<file path="config.mk">
export PLATFORM = sky130hd
export DESIGN_NAME = motor_drive_safety_supervisor
export DESIGN_NICKNAME = d
export VERILOG_FILES = /design/src/rtl/mdss_pkg.sv /design/src/rtl/mdss_csr.sv /design/src/rtl/mdss_arith.sv /design/src/rtl/motor_drive_safety_supervisor.sv
export VERILOG_INCLUDE_DIRS = /design/src /design/src/rtl
export SDC_FILE = /design/constraint.sdc
export NUM_CORES = 1
export LEC_CHECK = 0
export BUFFER_PORTS_ARGS = -buffer_cell sky130_fd_sc_hd__clkbuf_2
export CORE_MARGIN = 8
export CORE_UTILIZATION = 50
export DETAILED_ROUTE_END_ITERATION = 10
export GPL_TIMING_DRIVEN = 0
export PLACE_DENSITY = 0.72
export SYNTH_ARGS = -nofsm -noshare
export SYNTH_HDL_FRONTEND = slang
export SYNTH_SLANG_ARGS = --single-unit
</file>
<file path="constraint.sdc">
create_clock -name clock -period 5.8 [get_ports clock]
set_input_delay 0.29 -clock clock [delete_from_list [all_inputs] [get_ports clock]]
set_output_delay 0.29 -clock clock [all_outputs]
set_load 0.005 [all_outputs]
</file>
<file path="src/rtl/assert_macros.svh">
// Assertion macros shared by the supervisor RTL.
// Depends on nothing; included by files that carry concurrent assertions.
`ifndef ASSERT_MACROS_SVH
`define ASSERT_MACROS_SVH

`ifndef SYNTH
// Condition must hold at every rising clock edge outside reset.
`define ASSERT_ALWAYS(label, clk, rst, cond) \
   label: assert property (@(posedge clk) disable iff (rst) (cond)) \
      else $error("assertion failed");
// Antecedent in a cycle implies the consequent in the same cycle.
`define ASSERT_IMPLIES(label, clk, rst, ante, cons) \
   label: assert property (@(posedge clk) disable iff (rst) (ante) |-> (cons)) \
      else $error("assertion failed");
`else
`define ASSERT_ALWAYS(label, clk, rst, cond)
`define ASSERT_IMPLIES(label, clk, rst, ante, cons)
`endif

`endif

</file>
<file path="src/rtl/mdss_pkg.sv">
// Shared types and constants of the motor drive safety supervisor.
// Depends on nothing; used by the register file, the serial datapath and the top level.
package mdss_pkg;

   // Saturation points of the two overcurrent counters.
   localparam logic [5:0]  PEAK_TRIP_COUNT      = 6'd50;
   localparam logic [16:0] SUSTAINED_TRIP_COUNT = 17'd100000;

   // Byte address width of the register port (seven 32-bit registers).
   localparam int unsigned CSR_ADDR_WIDTH = 5;

   // Positions of the latched fault bits.
   localparam int unsigned FAULT_OVER_CURRENT  = 0;
   localparam int unsigned FAULT_OVER_VOLTAGE  = 1;
   localparam int unsigned FAULT_UNDER_VOLTAGE = 2;
   localparam int unsigned FAULT_OVER_TEMP     = 3;

   // Register indexes (byte address divided by four).
   typedef enum logic [2:0] {
      CSR_FILTER_COEFF            = 3'd0,
      CSR_FILTERED_CURRENT_LIMIT  = 3'd1,
      CSR_PEAK_CURRENT_LIMIT      = 3'd2,
      CSR_SUSTAINED_CURRENT_LIMIT = 3'd3,
      CSR_BUS_VOLTAGE_MAX         = 3'd4,
      CSR_BUS_VOLTAGE_MIN         = 3'd5,
      CSR_SWITCH_TEMP_MAX         = 3'd6
   } csr_index_type;

   // One request: a control-period sample.
   typedef struct packed {
      logic signed [15:0] phase_a_current;
      logic signed [15:0] phase_b_current;
      logic        [15:0] bus_voltage;
      logic signed [11:0] switch_temp;
   } req_type;

   // One response: drive permission and latched faults.
   typedef struct packed {
      logic       drive_ok;
      logic [3:0] fault_bits;
   } rsp_type;

   // Configuration register contents.
   typedef struct packed {
      logic        [15:0] filter_coeff;
      logic        [15:0] filtered_current_limit;
      logic        [15:0] peak_current_limit;
      logic        [15:0] sustained_current_limit;
      logic        [15:0] bus_voltage_max;
      logic        [15:0] bus_voltage_min;
      logic signed [11:0] switch_temp_max;
   } cfg_type;

   // Start command to the serial datapath.
   typedef struct packed {
      logic               start;
      logic signed [15:0] phase_a;
      logic signed [15:0] phase_b;
   } arith_req_type;

   // Completion from the serial datapath.
   typedef struct packed {
      logic        done;
      logic [15:0] raw_magnitude;
      logic [31:0] filtered_next;
   } arith_rsp_type;

endpackage

</file>
<file path="src/rtl/mdss_csr.sv">
// Configuration register file with an APB-style access port.
// Depends on mdss_pkg for the register indexes and the configuration struct.
module mdss_csr (
   input  logic                                clock,
   input  logic                                reset,
   input  logic                                csr_psel,
   input  logic                                csr_penable,
   input  logic                                csr_pwrite,
   input  logic [mdss_pkg::CSR_ADDR_WIDTH-1:0] csr_paddr,
   input  logic [31:0]                         csr_pwdata,
   output logic [31:0]                         csr_prdata,
   output logic                                csr_pready,
   output mdss_pkg::cfg_type                   cfg
);

   mdss_pkg::cfg_type       cfg_ff;
   mdss_pkg::cfg_type       cfg_in;
   mdss_pkg::csr_index_type index;
   logic                    write_en;

   assign csr_pready = 1'b1;
   assign write_en   = csr_psel && csr_penable && csr_pwrite;
   assign index      = mdss_pkg::csr_index_type'(csr_paddr[mdss_pkg::CSR_ADDR_WIDTH-1:2]);

   // Write decode: only the register's width of low bits is kept.
   always_comb begin
      cfg_in = cfg_ff;
      if (write_en) begin
         case (index)
            mdss_pkg::CSR_FILTER_COEFF:            cfg_in.filter_coeff = csr_pwdata[15:0];
            mdss_pkg::CSR_FILTERED_CURRENT_LIMIT:  cfg_in.filtered_current_limit = csr_pwdata[15:0];
            mdss_pkg::CSR_PEAK_CURRENT_LIMIT:      cfg_in.peak_current_limit = csr_pwdata[15:0];
            mdss_pkg::CSR_SUSTAINED_CURRENT_LIMIT: cfg_in.sustained_current_limit = csr_pwdata[15:0];
            mdss_pkg::CSR_BUS_VOLTAGE_MAX:         cfg_in.bus_voltage_max = csr_pwdata[15:0];
            mdss_pkg::CSR_BUS_VOLTAGE_MIN:         cfg_in.bus_voltage_min = csr_pwdata[15:0];
            mdss_pkg::CSR_SWITCH_TEMP_MAX:         cfg_in.switch_temp_max = csr_pwdata[11:0];
            default: begin
            end
         endcase
      end
   end

   // Register bank with its documented reset values.
   always_ff @(posedge clock) begin
      if (reset) begin
         cfg_ff.filter_coeff            <= 16'd1311;
         cfg_ff.filtered_current_limit  <= 16'd2500;
         cfg_ff.peak_current_limit      <= 16'd3500;
         cfg_ff.sustained_current_limit <= 16'd1500;
         cfg_ff.bus_voltage_max         <= 16'd50000;
         cfg_ff.bus_voltage_min         <= 16'd12000;
         cfg_ff.switch_temp_max         <= 12'sd850;
      end else begin
         cfg_ff <= cfg_in;
      end
   end

   // Read mux; the temperature limit is returned sign-extended.
   always_comb begin
      case (index)
         mdss_pkg::CSR_FILTER_COEFF:            csr_prdata = {16'd0, cfg_ff.filter_coeff};
         mdss_pkg::CSR_FILTERED_CURRENT_LIMIT:  csr_prdata = {16'd0, cfg_ff.filtered_current_limit};
         mdss_pkg::CSR_PEAK_CURRENT_LIMIT:      csr_prdata = {16'd0, cfg_ff.peak_current_limit};
         mdss_pkg::CSR_SUSTAINED_CURRENT_LIMIT: csr_prdata = {16'd0, cfg_ff.sustained_current_limit};
         mdss_pkg::CSR_BUS_VOLTAGE_MAX:         csr_prdata = {16'd0, cfg_ff.bus_voltage_max};
         mdss_pkg::CSR_BUS_VOLTAGE_MIN:         csr_prdata = {16'd0, cfg_ff.bus_voltage_min};
         mdss_pkg::CSR_SWITCH_TEMP_MAX:
            csr_prdata = {{20{cfg_ff.switch_temp_max[11]}}, cfg_ff.switch_temp_max};
         default:                               csr_prdata = 32'd0;
      endcase
   end

   assign cfg = cfg_ff;

endmodule

</file>
<file path="src/rtl/mdss_arith.sv">
// Bit-serial datapath: sum of squares, digit-by-digit square root and filter step.
// Depends on mdss_pkg for the start and completion structs.
module mdss_arith (
   input  logic                    clock,
   input  logic                    reset,
   input  mdss_pkg::arith_req_type arith_req,
   input  logic [31:0]             filtered,
   input  logic [15:0]             coeff,
   output mdss_pkg::arith_rsp_type arith_rsp
);

   typedef enum logic [5:0] {
      A_IDLE   = 6'b000001,
      A_SQUARE = 6'b000010,
      A_ROOT   = 6'b000100,
      A_PREP   = 6'b001000,
      A_SCALE  = 6'b010000,
      A_DONE   = 6'b100000
   } arith_state_type;

   arith_state_type state_ff, state_in;
   logic [3:0]      count_ff, count_in;
   logic [31:0]     mcand_a_ff, mcand_a_in;
   logic [31:0]     mcand_b_ff, mcand_b_in;
   logic [15:0]     mplier_a_ff, mplier_a_in;
   logic [15:0]     mplier_b_ff, mplier_b_in;
   logic [31:0]     sq_ff, sq_in;
   logic [16:0]     rem_ff, rem_in;
   logic [15:0]     root_ff, root_in;
   logic [31:0]     diff_ff, diff_in;
   logic            neg_ff, neg_in;
   logic [15:0]     coeff_sh_ff, coeff_sh_in;
   logic [31:0]     acc_ff, acc_in;

   logic [15:0] abs_a, abs_b;
   logic [18:0] rem_shift, trial, rem_sub;
   logic        root_bit;
   logic [31:0] target;
   logic        target_below;
   logic [32:0] scale_sum;

   // Magnitudes of the phase currents; the most negative value maps to 32768.
   assign abs_a = arith_req.phase_a[15] ? (~arith_req.phase_a + 16'd1) : arith_req.phase_a;
   assign abs_b = arith_req.phase_b[15] ? (~arith_req.phase_b + 16'd1) : arith_req.phase_b;

   // One bit of the square root per cycle, from two bits of the radicand.
   assign rem_shift = {rem_ff, sq_ff[31:30]};
   assign trial     = {1'b0, root_ff, 2'b01};
   assign root_bit  = rem_shift >= trial;
   assign rem_sub   = rem_shift - trial;

   // Filter error: distance from the filtered value to the new target.
   assign target       = {root_ff, 16'd0};
   assign target_below = target < filtered;

   // Shift-right accumulation of coeff * diff, truncated by 16 bits.
   assign scale_sum = {1'b0, acc_ff} + {1'b0, (coeff_sh_ff[0] ? diff_ff : 32'd0)};

   // Sequencer and datapath next values.
   always_comb begin
      state_in    = state_ff;
      count_in    = count_ff;
      mcand_a_in  = mcand_a_ff;
      mcand_b_in  = mcand_b_ff;
      mplier_a_in = mplier_a_ff;
      mplier_b_in = mplier_b_ff;
      sq_in       = sq_ff;
      rem_in      = rem_ff;
      root_in     = root_ff;
      diff_in     = diff_ff;
      neg_in      = neg_ff;
      coeff_sh_in = coeff_sh_ff;
      acc_in      = acc_ff;
      case (state_ff)
         A_IDLE: begin
            if (arith_req.start) begin
               mcand_a_in  = {16'd0, abs_a};
               mcand_b_in  = {16'd0, abs_b};
               mplier_a_in = abs_a;
               mplier_b_in = abs_b;
               sq_in       = 32'd0;
               count_in    = 4'd0;
               state_in    = A_SQUARE;
            end
         end
         A_SQUARE: begin
            sq_in = sq_ff + (mplier_a_ff[0] ? mcand_a_ff : 32'd0)
                          + (mplier_b_ff[0] ? mcand_b_ff : 32'd0);
            mcand_a_in  = {mcand_a_ff[30:0], 1'b0};
            mcand_b_in  = {mcand_b_ff[30:0], 1'b0};
            mplier_a_in = {1'b0, mplier_a_ff[15:1]};
            mplier_b_in = {1'b0, mplier_b_ff[15:1]};
            count_in    = count_ff + 4'd1;
            if (count_ff == 4'd15) begin
               rem_in   = 17'd0;
               root_in  = 16'd0;
               state_in = A_ROOT;
            end
         end
         A_ROOT: begin
            rem_in   = root_bit ? rem_sub[16:0] : rem_shift[16:0];
            root_in  = {root_ff[14:0], root_bit};
            sq_in    = {sq_ff[29:0], 2'b00};
            count_in = count_ff + 4'd1;
            if (count_ff == 4'd15) begin
               state_in = A_PREP;
            end
         end
         A_PREP: begin
            neg_in      = target_below;
            diff_in     = target_below ? (filtered - target) : (target - filtered);
            coeff_sh_in = coeff;
            acc_in      = 32'd0;
            state_in    = A_SCALE;
         end
         A_SCALE: begin
            acc_in      = scale_sum[32:1];
            coeff_sh_in = {1'b0, coeff_sh_ff[15:1]};
            count_in    = count_ff + 4'd1;
            if (count_ff == 4'd15) begin
               state_in = A_DONE;
            end
         end
         A_DONE: begin
            state_in = A_IDLE;
         end
         default: begin
            state_in = A_IDLE;
         end
      endcase
   end

   // Control state.
   always_ff @(posedge clock) begin
      if (reset) begin
         state_ff <= A_IDLE;
         count_ff <= 4'd0;
      end else begin
         state_ff <= state_in;
         count_ff <= count_in;
      end
   end

   // Shift registers and accumulators.
   always_ff @(posedge clock) begin
      mcand_a_ff  <= mcand_a_in;
      mcand_b_ff  <= mcand_b_in;
      mplier_a_ff <= mplier_a_in;
      mplier_b_ff <= mplier_b_in;
      sq_ff       <= sq_in;
      rem_ff      <= rem_in;
      root_ff     <= root_in;
      diff_ff     <= diff_in;
      neg_ff      <= neg_in;
      coeff_sh_ff <= coeff_sh_in;
      acc_ff      <= acc_in;
   end

   // Completion: the filtered value moves toward the target by the scaled step.
   assign arith_rsp.done          = (state_ff == A_DONE);
   assign arith_rsp.raw_magnitude = root_ff;
   assign arith_rsp.filtered_next = neg_ff ? (filtered - acc_ff) : (filtered + acc_ff);

endmodule

</file>
<file path="src/rtl/motor_drive_safety_supervisor.sv">
// An accepted request passes through the squaring, root, prepare and scale steps of the
// datapath, then the filter update, the evaluation and the output register.
// A new request is taken only once the previous one has been evaluated; the bit-serial datapath is shared.
// Reset is synchronous and active high; it restores the register defaults, zeroes
// the filter and both counters and clears every latched fault.
// Top level; depends on mdss_pkg, mdss_csr, mdss_arith and assert_macros.svh.
`include "assert_macros.svh"

module motor_drive_safety_supervisor (
   input  logic                                clock,
   input  logic                                reset,
   input  logic                                req_valid,
   output logic                                req_stall,
   input  mdss_pkg::req_type                   req_data,
   output logic                                rsp_valid,
   input  logic                                rsp_stall,
   output mdss_pkg::rsp_type                   rsp_data,
   input  logic                                csr_psel,
   input  logic                                csr_penable,
   input  logic                                csr_pwrite,
   input  logic [mdss_pkg::CSR_ADDR_WIDTH-1:0] csr_paddr,
   input  logic [31:0]                         csr_pwdata,
   output logic [31:0]                         csr_prdata,
   output logic                                csr_pready
);

   typedef enum logic [2:0] {
      T_IDLE = 3'b001,
      T_BUSY = 3'b010,
      T_EVAL = 3'b100
   } top_state_type;

   top_state_type           state_ff, state_in;
   logic [15:0]             bus_voltage_ff;
   logic signed [11:0]      switch_temp_ff;
   logic [31:0]             filtered_ff, filtered_in;
   logic [15:0]             raw_ff;
   logic [5:0]              peak_ff, peak_in;
   logic [16:0]             sustained_ff, sustained_in;
   logic [3:0]              faults_ff, faults_in;
   logic                    rsp_valid_ff, rsp_valid_in;
   mdss_pkg::rsp_type       rsp_data_ff, rsp_data_in;

   mdss_pkg::cfg_type       cfg;
   mdss_pkg::arith_req_type arith_req;
   mdss_pkg::arith_rsp_type arith_rsp;

   logic       accept;
   logic       eval_fire;
   logic       filt_over, sus_over, raw_over, peak_over;
   logic [5:0] peak_up;
   logic [16:0] sus_up;
   logic [3:0] new_faults;

   mdss_csr u_csr (
      .clock       (clock),
      .reset       (reset),
      .csr_psel    (csr_psel),
      .csr_penable (csr_penable),
      .csr_pwrite  (csr_pwrite),
      .csr_paddr   (csr_paddr),
      .csr_pwdata  (csr_pwdata),
      .csr_prdata  (csr_prdata),
      .csr_pready  (csr_pready),
      .cfg         (cfg)
   );

   // A request is taken only while no earlier one is in flight.
   assign req_stall = (state_ff != T_IDLE);
   assign accept    = req_valid && !req_stall;

   assign arith_req.start   = accept;
   assign arith_req.phase_a = req_data.phase_a_current;
   assign arith_req.phase_b = req_data.phase_b_current;

   mdss_arith u_arith (
      .clock     (clock),
      .reset     (reset),
      .arith_req (arith_req),
      .filtered  (filtered_ff),
      .coeff     (cfg.filter_coeff),
      .arith_rsp (arith_rsp)
   );

   // Threshold compares; filtered over limit means filtered > limit * 2^16.
   assign filt_over = (filtered_ff[31:16] > cfg.filtered_current_limit) ||
                      ((filtered_ff[31:16] == cfg.filtered_current_limit) &&
                       (filtered_ff[15:0] != 16'd0));
   assign sus_over  = (filtered_ff[31:16] > cfg.sustained_current_limit) ||
                      ((filtered_ff[31:16] == cfg.sustained_current_limit) &&
                       (filtered_ff[15:0] != 16'd0));
   assign raw_over  = raw_ff > cfg.peak_current_limit;
   assign peak_over = filt_over || raw_over;

   // Saturating increments of both counters.
   assign peak_up = (peak_ff < mdss_pkg::PEAK_TRIP_COUNT) ? (peak_ff + 6'd1) : peak_ff;
   assign sus_up  = (sustained_ff < mdss_pkg::SUSTAINED_TRIP_COUNT) ?
                    (sustained_ff + 17'd1) : sustained_ff;

   // Fault conditions raised by this sample.
   always_comb begin
      new_faults = 4'd0;
      new_faults[mdss_pkg::FAULT_OVER_CURRENT] =
         (peak_over && (peak_up >= mdss_pkg::PEAK_TRIP_COUNT)) ||
         (sus_over && (sus_up >= mdss_pkg::SUSTAINED_TRIP_COUNT));
      new_faults[mdss_pkg::FAULT_OVER_VOLTAGE]  = bus_voltage_ff > cfg.bus_voltage_max;
      new_faults[mdss_pkg::FAULT_UNDER_VOLTAGE] = bus_voltage_ff < cfg.bus_voltage_min;
      new_faults[mdss_pkg::FAULT_OVER_TEMP]     =
         $signed(switch_temp_ff) > $signed(cfg.switch_temp_max);
   end

   // Evaluation runs once the output register can take the response.
   assign eval_fire = (state_ff == T_EVAL) && (!rsp_valid_ff || !rsp_stall);

   // Sequencer, supervisor state and output register.
   always_comb begin
      state_in     = state_ff;
      filtered_in  = filtered_ff;
      peak_in      = peak_ff;
      sustained_in = sustained_ff;
      faults_in    = faults_ff;
      rsp_valid_in = rsp_valid_ff && rsp_stall;
      rsp_data_in  = rsp_data_ff;
      case (state_ff)
         T_IDLE: begin
            if (accept) begin
               state_in = T_BUSY;
            end
         end
         T_BUSY: begin
            if (arith_rsp.done) begin
               filtered_in = arith_rsp.filtered_next;
               state_in    = T_EVAL;
            end
         end
         T_EVAL: begin
            if (eval_fire) begin
               if (peak_over) begin
                  peak_in = peak_up;
               end else if (peak_ff != 6'd0) begin
                  peak_in = peak_ff - 6'd1;
               end
               sustained_in         = sus_over ? sus_up : 17'd0;
               faults_in            = faults_ff | new_faults;
               rsp_valid_in         = 1'b1;
               rsp_data_in.drive_ok   = ((faults_ff | new_faults) == 4'd0);
               rsp_data_in.fault_bits = faults_ff | new_faults;
               state_in             = T_IDLE;
            end
         end
         default: begin
            state_in = T_IDLE;
         end
      endcase
   end

   // Control and supervisor state.
   always_ff @(posedge clock) begin
      if (reset) begin
         state_ff     <= T_IDLE;
         filtered_ff  <= 32'd0;
         peak_ff      <= 6'd0;
         sustained_ff <= 17'd0;
         faults_ff    <= 4'd0;
         rsp_valid_ff <= 1'b0;
      end else begin
         state_ff     <= state_in;
         filtered_ff  <= filtered_in;
         peak_ff      <= peak_in;
         sustained_ff <= sustained_in;
         faults_ff    <= faults_in;
         rsp_valid_ff <= rsp_valid_in;
      end
   end

   // Sample fields and response payload.
   always_ff @(posedge clock) begin
      if (accept) begin
         bus_voltage_ff <= req_data.bus_voltage;
         switch_temp_ff <= req_data.switch_temp;
      end
      if (arith_rsp.done) begin
         raw_ff <= arith_rsp.raw_magnitude;
      end
      rsp_data_ff <= rsp_data_in;
   end

   assign rsp_valid = rsp_valid_ff;
   assign rsp_data  = rsp_data_ff;

   // Latched faults never clear outside reset.
   `ASSERT_ALWAYS(a_faults_sticky, clock, reset, $past(reset) || &(faults_ff | ~$past(faults_ff)))
   // Both counters stay within their trip counts.
   `ASSERT_ALWAYS(a_peak_bounded, clock, reset, peak_ff <= mdss_pkg::PEAK_TRIP_COUNT)
   `ASSERT_ALWAYS(a_sustained_bounded, clock, reset, sustained_ff <= mdss_pkg::SUSTAINED_TRIP_COUNT)
   // The datapath completes only for a request in flight.
   `ASSERT_IMPLIES(a_done_while_busy, clock, reset, arith_rsp.done, state_ff == T_BUSY)

endmodule

</file>
* Word level (Yosys, flattened, before mapping)
Index checks and enable logic that the tools add are counted.
Widths: inputs -> output; s select.
** Storage, ports and cells
- Flip-flop bits (word level) :: 472
- Logic and storage cells :: 173
** Cells by class
- $add $sub $neg :: 14
- $lt $le $gt $ge :: 12
- Equality and inequality tests :: 26
- Muxes and demuxes :: 43
- Bitwise logic cells :: 3
- Reduce and logical (&&, ||, !) cells :: 44
** Operators with widths (number)
- $mux 32 :: 8
- $pmux 32 s7 :: 1
- $pmux 32 s2 :: 3
- $pmux 16 s2 :: 4
- $add 32x32->32 :: 3
- $pmux 32 s3 :: 1
- $sub 32x32->32 :: 3
- $mux 16 :: 5
- $mux 17 :: 4
- $gt 16x16->1 :: 4
- $mux 6 :: 7
- $pmux 17 s2 :: 1
- $add 32x32->33 :: 1
- $add 16x1->16 const B :: 2
- $eq 16x16->1 :: 2
- $lt 32x32->1 :: 1
- $not 16->16 :: 2
- $pmux 6 s5 :: 1
- $reduce_and 2->1 :: 13
- $ge 19x18->1 :: 1
- $add 17x1->17 const B :: 1
- $ge 17x17->1 const B :: 1
- $lt 17x17->1 const B :: 1
- $sub 17x17->17 :: 1
- other kinds (38) :: 71

* Longest topological paths before layout
Gate-level depths: netlist (run 1).
- Depth after elaboration :: 8
- Depth in mapped cells :: 19
- Depth with buffers taken out :: 18

* Modules after synthesis
A second synthesis (run 1) with hierarchy kept.
** Second synthesis, totals
- Cell total of the unflattened synthesis :: 3383
- Area total of the unflattened synthesis :: 31575.3 µm²
** By module, submodules not included
- mdss_arith :: times used 1, cells each 2034, area each 19246.0 µm², seq. area each 7467.2 µm²
- motor_drive_safety_supervisor :: times used 1, cells each 783, area each 6941.7 µm², seq. area each 2732.6 µm²
- mdss_csr :: times used 1, cells each 566, area each 5387.7 µm², seq. area each 2162.1 µm²

* Least setup slack after synthesis (run 1)
No wires, ideal clock.
- Path kind :: register to register
- From :: register state_ff[2]
- To :: register u_arith.mcand_a_ff[0] (enable)
- Library setup time :: 0.457 ns
- Data arrival time :: 5.694 ns
- Required time :: 5.343 ns
- Path slack :: -0.352 ns
- Cell stages (with the launch flop) :: 4
- Buffers on the path :: 0
- Period minus slack after synthesis :: 6.152 ns
- Cell sequence :: dfxtp_1 -> nor4bb_1 -> nand2_1 -> nand2_1
** Between the ends
- Longest elaborated chain between the ends :: 5
** RTL lines
- from (decl) :: line motor_drive_safety_supervisor.sv:33 : top_state_type state_ff, state_in;
- from (signal assigned) :: line motor_drive_safety_supervisor.sv:167 : state_ff <= state_in;
- $ne 3x1->1 :: line motor_drive_safety_supervisor.sv:69 : assign req_stall = (state_ff != T_IDLE);
- $logic_not 1->1 :: line motor_drive_safety_supervisor.sv:70 : assign accept = req_valid && !req_stall;
- $logic_and 1x1->1 :: line motor_drive_safety_supervisor.sv:70
- net accept :: line motor_drive_safety_supervisor.sv:48 : logic accept;
- $ne 2x2->1 (no line)
- $reduce_and 2->1 (no line)
- to (signal assigned) :: line mdss_arith.sv:146 : mcand_a_ff <= mcand_a_in;
- to (decl) :: line mdss_arith.sv:23 : logic [31:0] mcand_a_ff, mcand_a_in;
The timed path passes the listed nets, and every way through them passes these cells.
A chain may end at the register's enable or synchronous reset.

* Worst setup path in the final report (run 1)
- From :: register u_arith.acc_ff[5]
- To :: register filtered_ff[25]
** Between the ends
- Longest elaborated chain between the ends :: 2
- Elaborated cells between the ends (all ways) :: 3
- Those cells by class :: add/sub: 2; mux: 1
** RTL lines
- from (decl) :: line mdss_arith.sv:33 : logic [31:0] acc_ff, acc_in;
- from (signal assigned) :: line mdss_arith.sv:156 : acc_ff <= acc_in;
- $add 32x32->32 or $sub 32x32->32 (tied branches) :: line mdss_arith.sv:162 : assign arith_rsp.filtered_next = neg_ff ? (filtered - acc_ff) : (filtered + acc_ff);
- $mux 32 (*) :: line mdss_arith.sv:162
- to (signal assigned) :: line motor_drive_safety_supervisor.sv:168 : filtered_ff <= filtered_in;
- to (decl) :: line motor_drive_safety_supervisor.sv:36 : logic [31:0] filtered_ff, filtered_in;
Every way passes the cells marked *; elsewhere a longest branch is shown, timed or not.

==> results.sh, run 1 <==
export IMPL_core_area_um2=61300
export IMPL_clockBufferDepth=3
export IMPL_power_density_nw_per_um2=252
export IMPL_die_h_um=264
export IMPL_slew_headroom_pct=20.5
export IMPL_p_leak_nw=14.3
export IMPL_initial_core_util_pct=50.3
export IMPL_final_cells=4438
export IMPL_drive_above_1_share_pct=7.81
export IMPL_cpLargestDelayFamily="compound AO/OA/AOI/OAI gates"
export IMPL_rsz0062_at_grt="false"
export IMPL_post_route_min_period_ns=4.82
export IMPL_avgViaCountPerCell=5.83
export IMPL_synth_main_ff_cell="edfxtp_1"
export IMPL_cts_tree="yes"
export IMPL_yosysSeqAreaShare_pct=40.1
export IMPL_syn_to_final_growth_pct=12.8
export IMPL_worstSkewPairLatency_ns=0.63
export IMPL_worstSetupPathType="register to register"
export IMPL_wire_per_inst_um=19.5
export IMPL_vias=25868
export IMPL_dp_slack_ns=1.14
export IMPL_intPower_mw=6.39
export IMPL_antenna_found_initial=0
export IMPL_setup_violations=0
export IMPL_synthCells=3394
export IMPL_cts_buffers=52
export IMPL_drv_slew=0
export IMPL_power_mw=8.74
export IMPL_ys_seq_elements=472
export IMPL_antenna_cells=0
export IMPL_dieWidth_um=264
export IMPL_firstDrtPassIters=7
export IMPL_holdWs_ns=0.0816
export IMPL_setup_slack_ns=0.981
export IMPL_cts_setup_buffers=0
export IMPL_async_flop_share_pct=0
export IMPL_grt_pass1_vias=25032
export IMPL_place_inst=4313
export IMPL_min_period_over_period_pct=83.1
export IMPL_comb_power_share_pct=15.6
export IMPL_die_area_um2=69800
export IMPL_drtIter0Drc=2085
export IMPL_grt_usage_pct=24.0
export IMPL_cts_root_buf="clkbuf_16"
export IMPL_crit_path_max_fanout=9
export IMPL_htreeDepth=2
export IMPL_crit_chain="or3_1 -> nor3_1 -> and2_1 -> nor2_1 -> xnor2_1 -> ha_1 -> clkbuf_1 -> a21o_1 -> a41oi_1 -> o21ai_0 -> a211oi_1 -> a21oi_1 -> o311ai_0 -> a2111oi_0 -> a311o_1"
export IMPL_numClockSinks=472
export IMPL_path_clk_slew_ns=0.06
export IMPL_path_buf_inv=1
export IMPL_io_buffers=120
export IMPL_place_congestion=0.996
export IMPL_seq_power_share_pct=43.4
export IMPL_status="finished, final reports clean"
export IMPL_final_common_cell="nand2_1"
export IMPL_cap_violations=0
export IMPL_p_switching_mw=2.35
export IMPL_clockPowerShare_pct=41.0
export IMPL_grt_max_degree=73
export IMPL_synth_edf_count=291
export IMPL_use_met1_pct=31.3
export IMPL_critical_path_max_stage_delay_ns=0.47
export IMPL_nNetsFinal=3984
export IMPL_drc_errors=0
export IMPL_required_ns=6.31
export IMPL_final_cell_mix="nand2_1 (450), edfxtp_1 (291), inv_1 (265), a21oi_1 (254), ha_1 (240)"
export IMPL_grt_most_used_layer="met2"
export IMPL_routed_wl_mm=86.3
export IMPL_synth_distinct_cells=85
export IMPL_syn_nets=3773
export IMPL_p_sw_share_pct=26.9
export IMPL_vdd_drop_max_mv=0.259
export IMPL_fin_skew_ns=0.0363
export IMPL_cp_slowest_cell="nor3_1"
export IMPL_synth_avg_cell_area_um2=9.08
export IMPL_antenna_left=0
export IMPL_syn_cell_area_um2=30800
export IMPL_io_pins=144
export IMPL_crit_arrival_ns=5.33
export IMPL_grt_remaining_overflow=0
export IMPL_start_kind="register"
export IMPL_max_freq_ghz=0.207
export IMPL_hold_viol=0
export IMPL_min_path_type="primary input to register"
export IMPL_post_route_util_pct=56.7
export IMPL_ys_warn_count=0
export IMPL_grtUsageMet3_pct=4.67
export IMPL_row_count=91
export IMPL_tightest_slew_ns=1.19
export IMPL_dp_hpwl_mm=65.3
export IMPL_gr_usage_met2_pct=39.2
export IMPL_crit_path_end_kind="register"
export IMPL_grt_pass1_wl_mm=135
export IMPL_post_cts_resize_count=0
[worst paths after layout]
check                                  startpoint              end  slack (ns)  cells after the start
worst min-delay path               csr_pwdata[15]    u_csr.cfg[75]        0.08                      3
worst max-delay path            u_arith.acc_ff[5]  filtered_ff[25]        0.98                     15
worst min register to register      u_csr.cfg[79]    u_csr.cfg[79]        0.46                      2
worst max register to register  u_arith.acc_ff[5]  filtered_ff[25]        0.98                     15
[through the flow]
step | cell area [um2] | setup TNS (ns)
after floorplan | 30800 | 0
after global placement | 32400 | -205.26
after detailed placement | 32600 | 0
after CTS | 34700 | 0
after global routing | 34700 | 0
final | 34700 | 0
[repair_timing]
| item | CTS | global route |
|---|---|---|
| setup endpoints to repair | 0 | 0 |
| hold endpoints to repair | 28 | 0 |
| hold buffers | 28 | 0 |
[cells in the mapped netlist, types with 48 or more instances]
cell | n | area (um2)
and2_1 | 78 | 488
edfxtp_1 | 291 | 8740
ha_1 | 240 | 3000
o21ai_0 | 136 | 681
clkbuf_1 | 119 | 447
inv_1 | 265 | 995
nand3_1 | 70 | 350
xnor2_1 | 88 | 771
mux2i_1 | 53 | 531
nor3_1 | 73 | 365
nand2_1 | 451 | 1690
dfxtp_1 | 181 | 3620
o211ai_1 | 48 | 360
xor2_1 | 69 | 604
o21a_1 | 87 | 653
a21o_1 | 85 | 638
a21oi_1 | 254 | 1270
nor2_1 | 239 | 897
[cell families after synthesis]
kind of cell | count (synthesis) | synth area share [%]
other | 1 | 0.0122
flip-flops | 472 | 40.1
AO/OA/AOI/OAI | 843 | 17.6
adder cells (fa/ha/maj) | 275 | 12.0
multiplexers | 68 | 2.60
AND/OR/NAND/NOR | 1157 | 17.8
XOR/XNOR | 157 | 4.46
buffers and inverters | 421 | 5.37
[worst min-delay path, stage by stage]
cell and delay, ns:
clkbuf_2 0.19, nand2_1 0.10, a21oi_1 0.05
[cell type report]
type                            instances  area, um2
Fill cell                            5447      26500
Multi-Input combinational cell       2501      16800
Sequential cell                       472      12400
Clock buffer                           71       1560
Timing Repair Buffer                  157       1020
Inverter                              266       1000
Tap cell                              790        988
Buffer                                155        654
Clock inverter                         26        298
[flip-flops by register name, indices dropped and copies added (netlist names), 32 cells and up]
signal              cells
u_csr.cfg             108
filtered_ff            32
u_arith.acc_ff         32
u_arith.diff_ff        32
u_arith.mcand_a_ff     32
u_arith.mcand_b_ff     32
u_arith.sq_ff          32
[routing by layer]
layer	up-vias	wire length, um
li1	12544	-
met1	12211	36700
met2	903	39300
met3	210	6730
met4	0	3640
met5	-	0
[power by group through the flow]
stage,Sequential (mW),Combinational [mW],Clock [mW]
3_5_place_dp,3.86,1.33,0
3_3_place_gp,3.88,1.28,0
6_report,3.79,1.36,3.58
5_1_grt,3.81,1.54,3.74
2_1_floorplan,3.85,0.973,0
4_1_cts,3.79,1.36,3.62
No activity file was read; power rests on OpenSTA's default activity.
==> run 2: changes to the inputs <==
Settings changed: PLACE_DENSITY 0.72 to 0.69.
Clock period 5.8 ns to 4.5 ns, I/O delays scaled along.
==> results.sh, run 2 (synthesis gave the netlist of run 1 again) <==
export IMPL_grt_remaining_overflow=0
export IMPL_worstRegToRegCells=15
export IMPL_regToRegEndpoint="filtered_ff[31]"
export IMPL_seq_power_share_pct=43.1
export IMPL_p_leak_nw=14.4
export IMPL_worstSetupPathType="register to register"
export IMPL_grt_pass1_wl_mm=136
export IMPL_holdWs_ns=0.0315
export IMPL_min_period_over_period_pct=95.6
export IMPL_final_cell_mix="nand2_1 (449), edfxtp_1 (291), inv_1 (265), a21oi_1 (254), nor2_1 (239)"
export IMPL_finalSetupTns_ns=0
export IMPL_p_switching_mw=3.07
export IMPL_crit_end="filtered_ff[31]"
export IMPL_antenna_left=0
export IMPL_drv_slew=0
export IMPL_routed_wl_mm=87.7
export IMPL_clockBufferDepth=3
export IMPL_crit_path_max_fanout=7
export IMPL_drtIter0Drc=2340
export IMPL_dieWidth_um=264
export IMPL_worstSkewPairLatency_ns=0.64
export IMPL_cts_tree="yes"
export IMPL_antenna_cells=0
export IMPL_dp_hpwl_mm=65.9
export IMPL_io_buffers=120
export IMPL_syn_to_final_growth_pct=13.6
export IMPL_nNetsFinal=3996
export IMPL_io_pins=144
export IMPL_setup_slack_ns=0.200
export IMPL_comb_power_share_pct=15.4
export IMPL_crit_path_end_kind="register"
export IMPL_setup_violations=0
export IMPL_path_clk_slew_ns=0.06
export IMPL_cap_violations=0
export IMPL_drive_above_1_share_pct=8.46
export IMPL_post_route_util_pct=57.1
export IMPL_place_congestion=0.990
export IMPL_antenna_found_initial=2
export IMPL_avgViaCountPerCell=5.80
export IMPL_grt_pass1_vias=24404
export IMPL_power_density_nw_per_um2=325
export IMPL_status="finished, final reports clean"
export IMPL_cts_root_buf="clkbuf_16"
export IMPL_initial_core_util_pct=50.3
export IMPL_htreeDepth=2
export IMPL_intPower_mw=8.29
export IMPL_cp_startpoint="u_arith.acc_ff[9]"
export IMPL_grt_usage_pct=24.2
export IMPL_post_route_min_period_ns=4.30
export IMPL_largest_reg_flops=108
export IMPL_vias=25819
export IMPL_power_mw=11.4
export IMPL_final_common_cell="nand2_1"
export IMPL_drc_errors=0
export IMPL_core_area_um2=61300
export IMPL_clockPowerShare_pct=41.5
export IMPL_p_sw_share_pct=27.0
export IMPL_timing_reg2reg_setup_slack_ns=0.20
export IMPL_min_path_type="primary input to register"
export IMPL_wire_per_inst_um=19.7
export IMPL_row_count=91
export IMPL_slew_headroom_pct=20.5
export IMPL_grt_max_degree=73
export IMPL_start_kind="register"
export IMPL_firstDrtPassIters=7
export IMPL_fin_skew_ns=0.0244
export IMPL_tightest_slew_ns=1.19
export IMPL_hold_viol=0
export IMPL_numClockSinks=472
export IMPL_dp_slack_ns=-0.152
export IMPL_die_h_um=264
export IMPL_cts_buffers=55
export IMPL_reg2reg_from="u_arith.acc_ff[9]"
export IMPL_vdd_drop_max_mv=0.331
export IMPL_required_ns=5.05
export IMPL_crit_arrival_ns=4.85
export IMPL_die_area_um2=69800
export IMPL_max_freq_ghz=0.233
run 2: final cells by class:
cell class | instances | area [um2]
plain buffers | 153 | 651
repair buffers | 168 | 1110
flip-flops and latches | 472 | 12400
fillers | 5467 | 26300
clock inverters | 38 | 443
well taps | 790 | 988
multi-input cells | 2501 | 17000
inverters | 266 | 1000
clock buffers | 65 | 1460
run 2: power groups by stage:
stage	logic [mW]	clock network, mW	registers, mW
4_1_cts	1.74	4.76	4.89
5_1_grt	1.96	4.93	4.91
2_1_floorplan	1.26	0	4.95
3_5_place_dp	1.70	0	4.98
3_3_place_gp	1.66	0	4.99
6_report	1.75	4.71	4.89
run 2: metrics by stage:
step / cells / instance area (um2)
2_1_floorplan: 3394 / 30800
3_3_place_gp: 4304 / 32400
3_5_place_dp: 4311 / 32600
4_1_cts: 4447 / 34800
5_1_grt: 4453 / 35000
6_report: 4453 / 35000
run 2: metal layers:
layer,vias up,GRT usage [%],routed length (um)
met2,826,38.4,39000
met1,12260,34.2,39800
met3,151,3.83,6440
li1,12578,-,-
met5,-,0,25
met4,4,6.63,2430
run 2: critical path, stage by stage (launching register included):
cell      delay, ns
edfxtp_1       0.47
or3_1          0.49
nor4b_4        0.39
and2_1         0.24
a21oi_1        0.10
xnor2_1        0.18
ha_1           0.43
nand3_1        0.13
or3_1          0.37
a211oi_1       0.25
o221ai_2       0.21
nand2_1        0.18
a211oi_2       0.10
xor2_1         0.20
or3_1          0.33
a21oi_1        0.14
run 2: worst min-delay path by stage:
stage	endpoint	slack, ns	cells past startpoint	startpoint
after floorplan	bus_voltage_ff[0]	0.32	0	req_data[12]
after global placement	switch_temp_ff[0]	0.40	1	req_data[0]
after detailed placement	switch_temp_ff[0]	0.40	1	req_data[0]
after CTS	u_csr.cfg[33]	0.0004	3	csr_pwdata[5]
after global routing	u_arith.mplier_a_ff[15]	0.02	3	req_data[58]
final	u_csr.cfg[73]	0.03	3	csr_pwdata[13]
run 2: repair_timing:
action / 4_1_cts / 5_1_grt
pin swaps: 0 / 5
hold buffers: 33 / 0
gates resized for setup: 5 / 23
endpoints found under the setup margin: 3 / 10
endpoints found under the hold margin: 38 / 0
setup buffers: 0 / 8
